## config.mk

```make
export PLATFORM = sky130hd
export DESIGN_NAME = fbx_accfile
export DESIGN_NICKNAME = d
export VERILOG_FILES = /design/src/fbx_accfile.sv
export SDC_FILE = /design/constraint.sdc
export NUM_CORES = 1
export LEC_CHECK = 0
export BUFFER_PORTS_ARGS = -buffer_cell sky130_fd_sc_hd__buf_2
export CORE_MARGIN = 8
export CORE_UTILIZATION = 30
export CTS_CLUSTER_SIZE = 20
export DETAILED_ROUTE_END_ITERATION = 10
export HOLD_SLACK_MARGIN = 0.05
export PLACE_DENSITY = 0.5
export SLEW_MARGIN = 20
export SYNTH_ARGS = -nofsm -noshare
export SYNTH_HDL_FRONTEND = slang
export SYNTH_SLANG_ARGS = --single-unit
```

## constraint.sdc

```tcl
create_clock -name clock -period 9.4 [get_ports clock]
set_input_delay 0.94 -clock clock [delete_from_list [all_inputs] [get_ports clock]]
set_output_delay 0.94 -clock clock [all_outputs]
set_load 0.1 [all_outputs]
```

## src/fbx_accfile.sv

```systemverilog
`timescale 1ns / 1ps
// ----------------------------------------------------------------------------
// fbx_accfile
// Accumulator memory with per-slot valid bits; unwritten slots read as zero.
// ----------------------------------------------------------------------------
module fbx_accfile #(
   parameter int unsigned DEPTH = 4,
   parameter int unsigned AW    = 2
) (
   input  logic          clock,
   input  logic          reset,
   input  logic          we,
   input  logic [AW-1:0] waddr,
   input  logic [63:0]   wdata,
   input  logic          re,
   input  logic [AW-1:0] raddr,
   output logic [63:0]   rdata
);

   logic [63:0]    mem [DEPTH];
   logic [DEPTH-1:0] vld_ff;
   logic [DEPTH-1:0] vld_in;
   logic [63:0]    rdata_ff;
   logic           rvld_ff;

   always_comb begin
      vld_in = vld_ff;
      if (we) begin
         vld_in[waddr] = 1'b1;
      end
   end

   always_ff @(posedge clock) begin
      if (reset) begin
         vld_ff <= '0;
      end else begin
         vld_ff <= vld_in;
      end
   end

   always_ff @(posedge clock) begin
      if (we) begin
         mem[waddr] <= wdata;
      end
   end

   always_ff @(posedge clock) begin
      if (re) begin
         rdata_ff <= mem[raddr];
         rvld_ff  <= vld_ff[raddr];
      end
   end

   assign rdata = rvld_ff ? rdata_ff : 64'd0;

endmodule

```

==> impl_metrics.toml <==
[grt]
grt_pass1_wl_mm = 36.7
grt_max_degree = 66
antenna_found_initial = 6
grtUsageTotal_pct = 10.5
grt-ovfl-total = 0
grt_pass1_vias = 5938

[die]
initial_core_util_pct = 30.5
die_w_microns = 215
dieHeight_microns = 215
design.core.area_sq_mm = 0.0388
dieArea_sq_mm = 0.0460
rows = 72
io_pins = 136

[synth]
synth-seq-area-share_pct = 82.1
synthCells = 485
ys_ff_latch = 325
syn_avg_cell_area_sq_um = 24.4
synth_fp_nets = 557
yosysWarnings = 0
netlist_area_sq_mm = 0.0118
yosys.cell_types.count = 18

[flow_run]
maxCapViolations = 0

[cts]
numCtsBuffers = 35
cts.htree.levels = 2
clk_latency_ps = 500
cts_hold_buffers = 0
cts_resized = 0
cts_root_buf = "clkbuf_16"
cts_setup_buffers = 0
cts_tree = "built"
clockBufferDepth = 3
clk_pin_slew_ps = 60
clkSinkCount = 325

[sta]
worst_slew_pin_slew_ps = 1060
fin_ws_ps = 6010
finalHoldViolCount = 0
max_freq_mhz = 295
relSlewSlack_pct = 29.0
drv_slew = 0
clock-skew-final_ps = 9.68
setup-violations-final = 0
rsz0062_at_grt = "no"
fin_setup_tns_ps = 0
finalCritPeriodShare_pct = 36.1
final.min_clock_period_ps = 3390

[worst_setup_path]
end_kind = "output port"
cpPeakStageDelay_ps = 750
crit_buf_inv = 2
cpMaxStageDelayCell = "edfxtp_1"
cp-start-kind = "register"
crit_required_ps = 8460
path_class = "register to output port"
path_max_fanout = 46
critical_path_arrival_ps = 2450
path_cells = "buf_4 > and2_1 > buf_2"
critPathTopFamily = "buffers and inverters"

[detailed_routing]
wl_mm = 24.3
ant_nets = 0
viasPerCell = 4.42
routedWlPerCell_microns = 20.5
remaining_drc_errors = 0
dr_total_vias = 5234
first_iter_violations = 234
first_pass_iters = 4

[run_status]
status = "finished, final reports clean"

[layout]
fin_cells = 1184
regArea_sq_mm = 0.00972
final_area_sq_mm = 0.0141
fin_nets = 715
multi_input_area_sq_mm = 0.00194
syn2layout_area_growth_pct = 19.5
utilization_pct = 36.4
drive_gt1_share_pct = 38.5
fill_cells = 3571

[pwr]
peakVddDrop_mv = 0.0935
powerDensity_mw_per_mm2 = 231
p_leak_nw = 4.80

[place]
place_hpwl_mm = 13.6
place_area_sq_mm = 0.0130
numPlacedInstances = 1123
port_buffers = 135
dpl_worst_slack_ps = 6150
globalplace.congestion = 0.670

[hold_path]
hp-class = "register to register"
==> cells in the mapped netlist <==
| library cell | instances | area (sq um) |
|---|---|---|
| a21oi_1 | 1 | 5.00 |
| nor2_1 | 1 | 3.75 |
| and3_1 | 1 | 6.26 |
| buf_2 | 6 | 30.0 |
| nand3b_1 | 1 | 7.51 |
| and3b_1 | 1 | 8.76 |
| nor3b_1 | 1 | 7.51 |
| and2_1 | 64 | 400 |
| buf_4 | 1 | 7.51 |
| edfxtp_1 | 321 | 9640 |
| buf_6 | 1 | 11.3 |
| a31oi_1 | 1 | 6.26 |
| dfxtp_1 | 4 | 80.1 |
| clkbuf_1 | 7 | 26.3 |
| mux4_2 | 65 | 1460 |
| buf_12 | 5 | 100 |
| o21ba_2 | 2 | 20.0 |
| inv_1 | 2 | 7.51 |
==> cell usage in the layout (no fill, tap or decap), drive strengths merged <==
cell type / instances
edfxtp: 321
buf: 141
mux4: 65
and2: 64
clkbuf: 45
clkinv: 12
dfxtp: 4
o21ba: 2
bufinv: 2
diode: 1
nand3b: 1
and3: 1
nor3b: 1
and3b: 1
inv: 1
a21oi: 1
a31oi: 1
nor2: 1
clkinvlp: 1
==> final cells by class <==
class                      instances  area share, %
multi-input combinational        138           13.7
antenna                            1         0.0177
inverter                           2         0.0619
timing repair buffer             141           5.29
sequential                       325           68.7
tap                              518           4.58
clock inverter                    14          0.832
clock buffer                      45           6.76
==> final timing paths <==
path	from	to	slack, ps	cells past startpoint
max	rvld_ff$_DFFE_PP_	rdata[12]	6010	3
min	vld_ff[1]$_SDFFE_PP0P_	vld_ff[1]$_SDFFE_PP0P_	470	2
max reg2reg	mem[2][45]$_DFFE_PP_	rdata_ff[45]$_DFFE_PP_	8290	1
min reg2reg	vld_ff[1]$_SDFFE_PP0P_	vld_ff[1]$_SDFFE_PP0P_	470	2
==> flip-flops by register name, summed over array words and instances, names as in the netlist <==
signal	cells
rvld_ff	1
mem	256
rdata_ff	64
vld_ff	4
==> power by group <==
part / switching, mW / internal, mW
combinational: 0.209 / 0.0748
sequential: 0.0196 / 1.68
clock: 0.518 / 0.769
total: 0.747 / 2.53
==> cells by family (layout without fill, tap and decap cells) <==
logic type / count (synthesis) / count (layout) / share of synthesized area, %
AOI/OAI and AO/OA: 4 / 4 / 0.264
buffers and inverters: 22 / 202 / 1.54
DFF: 325 / 325 / 82.1
muxes: 65 / 65 / 12.4
other: 0 / 1 / 0
and+or+nand+nor: 69 / 69 / 3.67
==> routing by layer <==
layer	share of wire, %	up-vias	global-route usage (%)	wire (microns)
met4	2.0	10	2.67	487
met1	41	2741	12.3	9900
li1	-	2315	-	-
met3	5.3	48	3.24	1270
met2	52	120	18.5	12500
met5	0.24	-	0	58
==> worst min-delay path, delay by kind of cell, from the launching register on <==
family	cells	cell delay, ps
compound gates	1	50
flops	1	310
buf+inv	1	60
==> per-stage QoR <==
stage	hold WS (ps)	total power, mW
global route	484	3.40
finish	468	3.27
CTS	476	3.33
global placement	429	2.02
detailed placement	462	2.03
floorplan	416	1.94
(Power assumes the default switching activity.)
