$ cat src/fbx_regfile.sv
`timescale 1ns / 1ps
// ----------------------------------------------------------------------------
// fbx_regfile
// General register memory: one write port, two registered read ports.
// ----------------------------------------------------------------------------
module fbx_regfile #(
   parameter int unsigned DEPTH = 8,
   parameter int unsigned AW    = 3
) (
   input  logic          clock,
   input  logic          we,
   input  logic [AW-1:0] waddr,
   input  logic [63:0]   wdata,
   input  logic          re,
   input  logic [AW-1:0] raddr_a,
   input  logic [AW-1:0] raddr_b,
   output logic [63:0]   rdata_a,
   output logic [63:0]   rdata_b
);

   logic [63:0] mem [DEPTH];
   logic [63:0] rdata_a_ff;
   logic [63:0] rdata_b_ff;

   always_ff @(posedge clock) begin
      if (we) begin
         mem[waddr] <= wdata;
      end
   end

   // read data only moves when a new word is taken
   always_ff @(posedge clock) begin
      if (re) begin
         rdata_a_ff <= mem[raddr_a];
         rdata_b_ff <= mem[raddr_b];
      end
   end

   assign rdata_a = rdata_a_ff;
   assign rdata_b = rdata_b_ff;

endmodule

$ cat config.mk
export PLATFORM = sky130hd
export DESIGN_NAME = fbx_regfile
export DESIGN_NICKNAME = d
export VERILOG_FILES = /design/src/fbx_regfile.sv
export SDC_FILE = /design/constraint.sdc
export NUM_CORES = 1
export LEC_CHECK = 0
export BUFFER_PORTS_ARGS = -buffer_cell sky130_fd_sc_hd__buf_2
export CAP_MARGIN = 40
export CORE_MARGIN = 2
export CORE_UTILIZATION = 65
export CTS_CLUSTER_DIAMETER = 60
export CTS_CLUSTER_SIZE = 28
export DETAILED_ROUTE_END_ITERATION = 12
export PLACE_DENSITY = 0.85
export SYNTH_ARGS = -nofsm -noshare
export SYNTH_HDL_FRONTEND = slang
export SYNTH_SLANG_ARGS = --single-unit
$ cat constraint.sdc
create_clock -name clock -period 20.7 [get_ports clock]
set_clock_uncertainty 0.05 [all_clocks]
set_input_delay 5.175 -clock clock [delete_from_list [all_inputs] [get_ports clock]]
set_output_delay 5.175 -clock clock [all_outputs]
set_load 0.02 [all_outputs]
==> results of run 1 <==
-- layout by cell type, fill, tap and decap left out, types with 2 or more instances in the layout --
cell / synthesis / final
sky130_fd_sc_hd__clkinv_2: 0 / 3
sky130_fd_sc_hd__nand2_1: 2 / 2
sky130_fd_sc_hd__nor2_4: 0 / 6
sky130_fd_sc_hd__clkinv_8: 0 / 6
sky130_fd_sc_hd__nand2b_1: 3 / 3
sky130_fd_sc_hd__buf_4: 6 / 27
sky130_fd_sc_hd__inv_8: 0 / 3
sky130_fd_sc_hd__inv_6: 0 / 8
sky130_fd_sc_hd__mux4_2: 256 / 256
sky130_fd_sc_hd__clkbuf_16: 0 / 39
sky130_fd_sc_hd__edfxtp_1: 640 / 640
sky130_fd_sc_hd__mux2_2: 128 / 128
sky130_fd_sc_hd__clkbuf_8: 0 / 2
sky130_fd_sc_hd__inv_16: 0 / 2
sky130_fd_sc_hd__nor3_2: 0 / 2
sky130_fd_sc_hd__buf_2: 6 / 196
sky130_fd_sc_hd__buf_16: 0 / 7
sky130_fd_sc_hd__diode_2: 0 / 4
-- per-layer routing --
layer	track usage, %	vias to the layer above	wire (um)
met5	0	-	58
met4	7.98	8	1390
met3	5.23	96	4820
met2	44.4	656	29400
met1	37.1	6819	21100
li1	-	5261	-
-- cell families after synthesis --
kind of cell           share of synthesized area [%]
multiplexers                                    26.7
buffers and inverters                           1.70
flip-flops                                      71.3
AND/OR/NAND/NOR                                0.218
-- cell type report --
class                      count  area (sq um)
sequential                   640         19200
fill                        2159         10900
clock inverter                27           323
timing repair buffer         233          1420
antenna                        4          10.0
tap                          532           666
clock buffer                  40           980
multi-input combinational    397          7320
-- stage by stage --
| step | instance area (sq um) | setup WS, ns |
|---|---|---|
| after floorplan | 26900 | 10.38 |
| after global placement | 28400 | 12.50 |
| after detailed placement | 28600 | 12.76 |
| after CTS | 29900 | 13.35 |
| after global routing | 29900 | 13.21 |
| final | 29900 | 13.35 |
-- power groups by stage --
stage	logic, uW	registers (uW)	clock network, uW
after global routing	249	1520	879
after detailed placement	235	1540	0
after global placement	225	1540	0
after floorplan	130	1560	0
after CTS	237	1510	839
final	235	1510	827
-- cell usage after synthesis (all sizes together) --
library cell  instances  area (sq um)
mux2                128          1440
nor3                  2          10.0
nand2                 2          7.51
nand2b                3          18.8
mux4                256          5770
clkbuf               17          63.8
buf                  53           394
nor2                  6          22.5
edfxtp              640         19200
-- tightest hold or removal path, stage by stage (launching register included) --
cell and delay, ns:
sky130_fd_sc_hd__edfxtp_1 0.34, sky130_fd_sc_hd__mux4_2 0.22, sky130_fd_sc_hd__mux2_2 0.13
-- sequential cells by signal, summed over array words and instances (netlist names) --
| signal | cells |
|---|---|
| mem | 512 |
| rdata_a | 64 |
| rdata_b | 64 |
-- worst paths after layout --
path | end | slack [ns]
worst max-delay path | rdata_b[0] | 13.35
worst min-delay path | rdata_a[11] | 0.73
worst max register to register | rdata_a[22] | 19.16
worst min register to register | rdata_a[11] | 0.73
==> impl_metrics.ini, run 1 <==
[status]
status = finished, final reports clean

[floorplanning]
die_area_sq_um = 43100
initial_cell_density_of_the_core_pct = 66.0
placementRows = 74
floorplan.io_pins = 204
die_w_um = 208
coreArea_sq_um = 40800
die_height_um = 208

[worst_setup_path]
worstSetupPathType = input pin to register
worst-path-max-fanout = 63
critical_path.top_delay_family = buffers and inverters
number_of_cells_on_the_worst_reg_to_reg_path = 2
startpoint = raddr_b[0]
crit_arrival_ns = 7.61
cp.depth = 6
worstSetupEndpointType = register
critical_path.most_common_cell = sky130_fd_sc_hd__buf_16
launch_point_of_the_worst_reg_to_reg_path = mem[7][22]
critPathSlowestCell = sky130_fd_sc_hd__mux4_2
cp_cell_sequence = clkbuf_8, buf_16, buf_4, buf_16, mux4_2, mux2_2
required_arrival_time_at_the_worst_endpoint_ns = 20.97
max_stage_delay_ns = 0.55
type_of_origin_of_the_critical_path = input pin
timing.critical_path.buf_inv = 4

[layout]
fin_util_pct = 73.3
final_nets = 1385
instances_no_fill = 1873
final_layout_size_suffix_gt1_share_pct = 51.6
syn2layout_area_growth_pct = 11.1

[power_and_ir_drop]
switching_share_pct = 23.0
power.sequential.fraction_pct = 58.7
power_switching_uw = 593
intPower_uw = 1980
ir_worst_vdd_v = 0.0000739
comb_power_share_pct = 9.1
total_power_uw = 2570
p_clk_share_pct = 32.1
power.density_nw_per_um2 = 86.0
total_leakage_power_uw = 0.00972

[clock_tree]
cts-htree-levels = 2
clk_transition_reported_paths_ns = 0.10
cts_tree = yes
cts-hold-fix-buffers = 0
post-cts-setup-buffers = 0
cts_sinks = 640
max-clock-path-buffers = 3
cts_root_buffer = sky130_fd_sc_hd__clkbuf_16
clock_latency_ns = 0.56
cts_inserted_buffers = 37
cts_repair_resize_count = 0

[routing]
vias = 12840
detail-route-antenna-nets = 0
detail_route.drc_violations = 0
route.detailed.wl_per_inst_um = 30.3
dr.pass1.iters = 5
drt-total-wl_um = 56700
drt_first_iter_violations = 1191
detail_route.vias_per_cell = 6.86

[timing]
layout_worst_path_cycle_share_pct = 35.5
hold_viol = 0
totalNegativeSetupSlack_ns = 0
worstMarginPinSlew_ns = 0.917
fmaxAchievable_mhz = 136
slew_viol_final = 0
setup_repair_after_global_routing_missed_its_margin = false
period_minus_slack_ns = 7.35
final-setup-viol-count = 0
fin_worst_hold_slack_ns = 0.733
maxSlewHeadroom_pct = 38.9

[global_route]
grt_pass1_vias = 13505
wire_length_of_the_first_global_routing_pass_um = 84800
grt_max_degree = 64
antenna_found_initial = 7
global_route.overflow_total = 0
grt.total_usage_pct = 26.8

[synth]
synth_seq_area_share_pct = 71.3
synth_area_sq_um = 26900
synth.yosys.warnings = 0
netlist-cell-type-count = 12
synth-seq-cells = 640
synth_area_per_cell_sq_um = 24.3
syn-num-nets = 1183
syn-instance-count = 1107

[placed_design]
placedCellCount = 1802
place.gp.congestion = 0.766
dp.final_hpwl_um = 31800
numPortBuffers = 203

[min_path]
min-delay-path-class = register to register
worst_hold_path.num_cells = 2
holdCritStartpoint = mem[6][11]

[run]
timing.max_cap.violations = 0
(Power assumes the default switching activity.)
==> run 2: changes to the inputs <==
--- a/config.mk
+++ b/config.mk
@@ -8,11 +8,11 @@
 export BUFFER_PORTS_ARGS = -buffer_cell sky130_fd_sc_hd__buf_2
 export CAP_MARGIN = 40
 export CORE_MARGIN = 2
-export CORE_UTILIZATION = 65
+export CORE_UTILIZATION = 60
 export CTS_CLUSTER_DIAMETER = 60
 export CTS_CLUSTER_SIZE = 28
 export DETAILED_ROUTE_END_ITERATION = 12
-export PLACE_DENSITY = 0.85
+export PLACE_DENSITY = 0.8
 export SYNTH_ARGS = -nofsm -noshare
 export SYNTH_HDL_FRONTEND = slang
 export SYNTH_SLANG_ARGS = --single-unit
==> constraint.sdc (replaced) <==
create_clock -name clock -period 6.9 [get_ports clock]
set_clock_uncertainty 0.05 [all_clocks]
set_input_delay 1.725 -clock clock [delete_from_list [all_inputs] [get_ports clock]]
set_output_delay 1.725 -clock clock [all_outputs]
set_load 0.02 [all_outputs]
==> run 2 against run 1 <==
Effect of this change:
- register-to-register slack worse by 14 ns
- clock power rose to 3.0 times the previous value
- die area up 8.2%
- worst setup slack worse by 10 ns
- critical path depth shrank 1
- first-iteration DRC count rose by 0.42%
- clock-buffer cell count increased by 2
- power rose to 3.0 times the previous value
- via count down 2.2%
- non-clock buffer count down 1
- combinational power increased to 3.0 times the previous value
- design area rose by 0.17%
- largest cell class unchanged
==> impl_metrics.ini, run 2 (synthesis results as in run 1) <==
[worst_setup_path]
required_arrival_time_at_the_worst_endpoint_ns = 7.20
worst-path-max-fanout = 58
max_stage_delay_ns = 0.59
crit_arrival_ns = 3.86
cp_cell_sequence = clkbuf_8, buf_16, buf_12, mux4_2, mux2_2
critPathSlowestCell = sky130_fd_sc_hd__mux4_2
type_of_origin_of_the_critical_path = input pin
timing.critical_path.buf_inv = 3
worstSetupPathType = input pin to register
worstSetupEndpointType = register
critical_path.top_delay_family = buffers and inverters

[clock_tree]
max-clock-path-buffers = 3
cts-hold-fix-buffers = 0
clock_latency_ns = 0.60
cts_inserted_buffers = 37
cts_tree = yes
cts_root_buffer = sky130_fd_sc_hd__clkbuf_16
post-cts-setup-buffers = 0
clk_transition_reported_paths_ns = 0.10
cts_sinks = 640
cts_repair_resize_count = 0
cts-htree-levels = 2

[floorplanning]
floorplan.io_pins = 204
die_area_sq_um = 46600
die_w_um = 216
die_height_um = 216
initial_cell_density_of_the_core_pct = 60.8
placementRows = 77
coreArea_sq_um = 44300

[global_route]
grt.total_usage_pct = 24.0
grt_pass1_vias = 13102
grt_max_degree = 70
antenna_found_initial = 10
global_route.overflow_total = 0
wire_length_of_the_first_global_routing_pass_um = 81800

[timing]
final.setup.worst_slack_ns = 3.34
setup_repair_after_global_routing_missed_its_margin = false
slew_viol_final = 0
totalNegativeSetupSlack_ns = 0
final-setup-viol-count = 0
maxSlewHeadroom_pct = 43.6
fin_worst_hold_slack_ns = 0.735
fmaxAchievable_mhz = 281
period_minus_slack_ns = 3.56
worstMarginPinSlew_ns = 0.846
layout_worst_path_cycle_share_pct = 51.6
hold_viol = 0

[placed_design]
numPortBuffers = 203
place.gp.congestion = 0.709
dp.final_hpwl_um = 30800
dp_slack_ns = 2.68

[routing]
dr.pass1.iters = 5
detail_route.vias_per_cell = 6.50
route.detailed.wl_per_inst_um = 28.3
vias = 12561
detail-route-antenna-nets = 0
drt_first_iter_violations = 1196
detail_route.drc_violations = 0
drt-total-wl_um = 54700

[layout]
most_used_cells_in_the_layout_excluding_fill_and_tap_cells = sky130_fd_sc_hd__edfxtp_1, sky130_fd_sc_hd__mux4_2, sky130_fd_sc_hd__buf_2, sky130_fd_sc_hd__mux2_2, sky130_fd_sc_hd__clkbuf_16
final_layout_size_suffix_gt1_share_pct = 51.3
final_nets = 1384
syn2layout_area_growth_pct = 11.3
fillCellCount = 2765
ff_latch_area_sq_um = 19200
max_ffs_per_register = 512
regMostFlops = mem
multiInputGateArea_sq_um = 7320
mostFrequentLayoutCell = sky130_fd_sc_hd__edfxtp_1

[power_and_ir_drop]
ir_worst_vdd_v = 0.000280
total_leakage_power_uw = 0.00969
total_power_uw = 7670
power.density_nw_per_um2 = 256

[min_path]
min-delay-path-class = register to register

[run]
timing.max_cap.violations = 0

[status]
status = finished, final reports clean
## run 2: tightest hold or removal path: stages, from the launching register on
cell,delay (ns)
sky130_fd_sc_hd__edfxtp_1,0.34
sky130_fd_sc_hd__mux4_2,0.22
sky130_fd_sc_hd__mux2_2,0.13
## run 2: worst paths after layout
path	end	from	depth (start not counted)	slack, ns
worst min-delay path	rdata_b[43]	mem[4][43]	2	0.74
worst max register to register	rdata_a[17]	mem[7][17]	2	5.38
worst min register to register	rdata_b[43]	mem[4][43]	2	0.74
worst max-delay path	rdata_b[31]	raddr_b[0]	5	3.34
## run 2: report_power, final
group          leakage, uW  internal (uW)  switching [uW]
sequential         0.00590           4460            67.2
clock             0.000601           1110            1330
combinational      0.00318            329             373
total              0.00969           5900            1780
## run 2: layout make-up
class                      count  share of cell area (%)
sequential                   640                    64.1
multi-input combinational    397                    24.4
timing repair buffer         232                    4.80
clock buffer                  42                    3.29
tap                          592                    2.47
clock inverter                25                   0.914
antenna                        4                  0.0334
## run 2: metal layers
metal  GRT usage, %  vias up  part of all wire, %
li1               -     5271                    -
met4           6.10       14                  2.2
met1           33.6     6680                   38
met2           39.4      504                   52
met5              0        -                 0.17
met3           5.19       92                  8.3
## run 2: metrics by stage
stage	std cells	utilization, %	cell area, sq um
2_1_floorplan	1107	-	26900
3_3_place_gp	1854	64.4	28500
3_5_place_dp	1861	64.8	28700
4_1_cts	1928	67.7	30000
5_1_grt	1930	67.7	30000
6_report	1932	67.7	30000
==> run 3: changes to the inputs <==
--- a/config.mk
+++ b/config.mk
@@ -8,11 +8,11 @@
 export BUFFER_PORTS_ARGS = -buffer_cell sky130_fd_sc_hd__buf_2
 export CAP_MARGIN = 40
 export CORE_MARGIN = 2
-export CORE_UTILIZATION = 60
+export CORE_UTILIZATION = 54
 export CTS_CLUSTER_DIAMETER = 60
 export CTS_CLUSTER_SIZE = 28
 export DETAILED_ROUTE_END_ITERATION = 12
-export PLACE_DENSITY = 0.8
+export PLACE_DENSITY = 0.76
 export SYNTH_ARGS = -nofsm -noshare
 export SYNTH_HDL_FRONTEND = slang
 export SYNTH_SLANG_ARGS = --single-unit
==> constraint.sdc (replaced) <==
create_clock -name clock -period 3 [get_ports clock]
set_clock_uncertainty 0.05 [all_clocks]
set_input_delay 0.75 -clock clock [delete_from_list [all_inputs] [get_ports clock]]
set_output_delay 0.75 -clock clock [all_outputs]
set_load 0.02 [all_outputs]
==> run 3 against run 2 <==
Effect of this change:
- die area grew 11%
- first-iteration DRC count shrank 1.5%
- sequential share of layout area shrank 0.91 points
- sequential cell count is the same
- critical path depth shrank 4
- combinational power grew 140%
- via count grew 0.57%
- clock-buffer cell count grew 1
- hold slack lost 0.36 ns
- sequential power grew 130%
- global-route usage shrank 1.4 points
- critical path type is now register to primary output
==> impl_metrics.ini, run 3 (synthesis results as in run 1) <==
[power_and_ir_drop]
power.sequential.fraction_pct = 58.7
p_clk_share_pct = 32.0
power.density_nw_per_um2 = 584
ir_worst_vdd_v = 0.000453
power_switching_uw = 4070
intPower_uw = 13700
total_leakage_power_uw = 0.00986
switching_share_pct = 22.9
comb_power_share_pct = 9.3

[placed_design]
dp.final_hpwl_um = 32600
place.gp.congestion = 0.722
placedCellCount = 1953
numPortBuffers = 203
detailed_place.area_sq_um = 29100

[clock_tree]
cts_root_buffer = sky130_fd_sc_hd__clkbuf_16
cts_repair_resize_count = 0
cts-htree-levels = 2
cts_tree = yes
cts-hold-fix-buffers = 0
cts_inserted_buffers = 38
clock_latency_ns = 0.58
cts_sinks = 640
clk_transition_reported_paths_ns = 0.10
post-cts-setup-buffers = 0
max-clock-path-buffers = 3

[floorplanning]
die_w_um = 227
die_height_um = 227
placementRows = 81
initial_cell_density_of_the_core_pct = 54.9
coreArea_sq_um = 49100
die_area_sq_um = 51700
floorplan.io_pins = 204

[timing]
hold_viol = 0
layout_worst_path_cycle_share_pct = 67.8
totalNegativeSetupSlack_ns = 0
fin_worst_hold_slack_ns = 0.375
maxSlewHeadroom_pct = 54.3
fmaxAchievable_mhz = 491
slew_viol_final = 0
worstMarginPinSlew_ns = 0.685
final-setup-viol-count = 0
setup_repair_after_global_routing_missed_its_margin = false
period_minus_slack_ns = 2.03

[worst_setup_path]
critical_path.top_delay_family = flip-flops
crit_arrival_ns = 1.23
timing.critical_path.buf_inv = 1
worst-path-max-fanout = 1
cp_cell_sequence = buf_2
type_of_origin_of_the_critical_path = register
required_arrival_time_at_the_worst_endpoint_ns = 2.20
worstSetupPathType = register to primary output
worstSetupEndpointType = primary output
critPathSlowestCell = sky130_fd_sc_hd__edfxtp_1
max_stage_delay_ns = 0.47

[layout]
fin_util_pct = 62.0
most_used_cells_in_the_layout_excluding_fill_and_tap_cells = sky130_fd_sc_hd__edfxtp_1, sky130_fd_sc_hd__mux4_2, sky130_fd_sc_hd__buf_2, sky130_fd_sc_hd__mux2_2, sky130_fd_sc_hd__clkbuf_16
max_ffs_per_register = 512
final_layout_size_suffix_gt1_share_pct = 52.2
regMostFlops = mem
multiInputGateArea_sq_um = 7340
ff_latch_area_sq_um = 19200
final_cell_area_sq_um = 30400
mostFrequentLayoutCell = sky130_fd_sc_hd__edfxtp_1
instances_no_fill = 2024
final_nets = 1405
fillCellCount = 3295
syn2layout_area_growth_pct = 12.9

[global_route]
grt_max_degree = 65
grt.total_usage_pct = 22.6
antenna_found_initial = 10
grt_pass1_vias = 13304
global_route.overflow_total = 0
wire_length_of_the_first_global_routing_pass_um = 83600

[routing]
detail_route.vias_per_cell = 6.24
vias = 12632
route.detailed.wl_per_inst_um = 28.0
drt-total-wl_um = 56700
drt_first_iter_violations = 1178
detail-route-antenna-nets = 0
dr.pass1.iters = 5
detail_route.drc_violations = 0

[min_path]
min-delay-path-class = input pin to register

[run]
timing.max_cap.violations = 0

[status]
status = finished, final reports clean
run 3: changes by cell type in the layout (fill, tap and decap cells not counted), moves of 3 or more:
cell	change
sky130_fd_sc_hd__buf_12	+21
sky130_fd_sc_hd__inv_12	-3
sky130_fd_sc_hd__buf_16	-7
sky130_fd_sc_hd__buf_4	+6
run 3: power groups by stage:
stage          sequential (uW)  combinational, uW  clock, uW
2_1_floorplan            10800                904          0
3_3_place_gp             10600               1640          0
3_5_place_dp             10600               1670          0
4_1_cts                  10400               1680       5820
5_1_grt                  10500               1760       6100
6_report                 10400               1650       5690
run 3: area by class of cell:
type / count / share of cell area, %
flip-flops and latches: 640 / 63.2
clock inverters: 25 / 0.921
well taps: 664 / 2.73
clock buffers: 43 / 3.40
repair buffers: 252 / 5.63
multi-input cells: 397 / 24.1
diodes: 3 / 0.0247
run 3: per-layer routing:
metal / wire length (um) / global-route usage [%] / share of wire [%]
met4: 1000 / 5.33 / 1.8
met3: 3590 / 3.91 / 6.3
met1: 22500 / 31.0 / 40
met5: 115 / 0 / 0.20
met2: 29400 / 38.4 / 52
run 3: worst paths after layout:
kind	slack (ns)	depth (start not counted)	start	to
min reg2reg	0.73	2	mem[4][60]	rdata_b[60]
max	0.97	1	rdata_a[1]	rdata_a[1]
max reg2reg	1.44	2	mem[5][63]	rdata_b[63]
min	0.37	1	wdata[58]	mem[0][58]
run 3: through the flow:
step / power, uW / setup slack (ns)
floorplan: 11700 / -0.0811
global placement: 12200 / 0.426
detailed placement: 12300 / 0.393
CTS: 17900 / 0.924
global route: 18300 / 0.939
finish: 17800 / 0.965
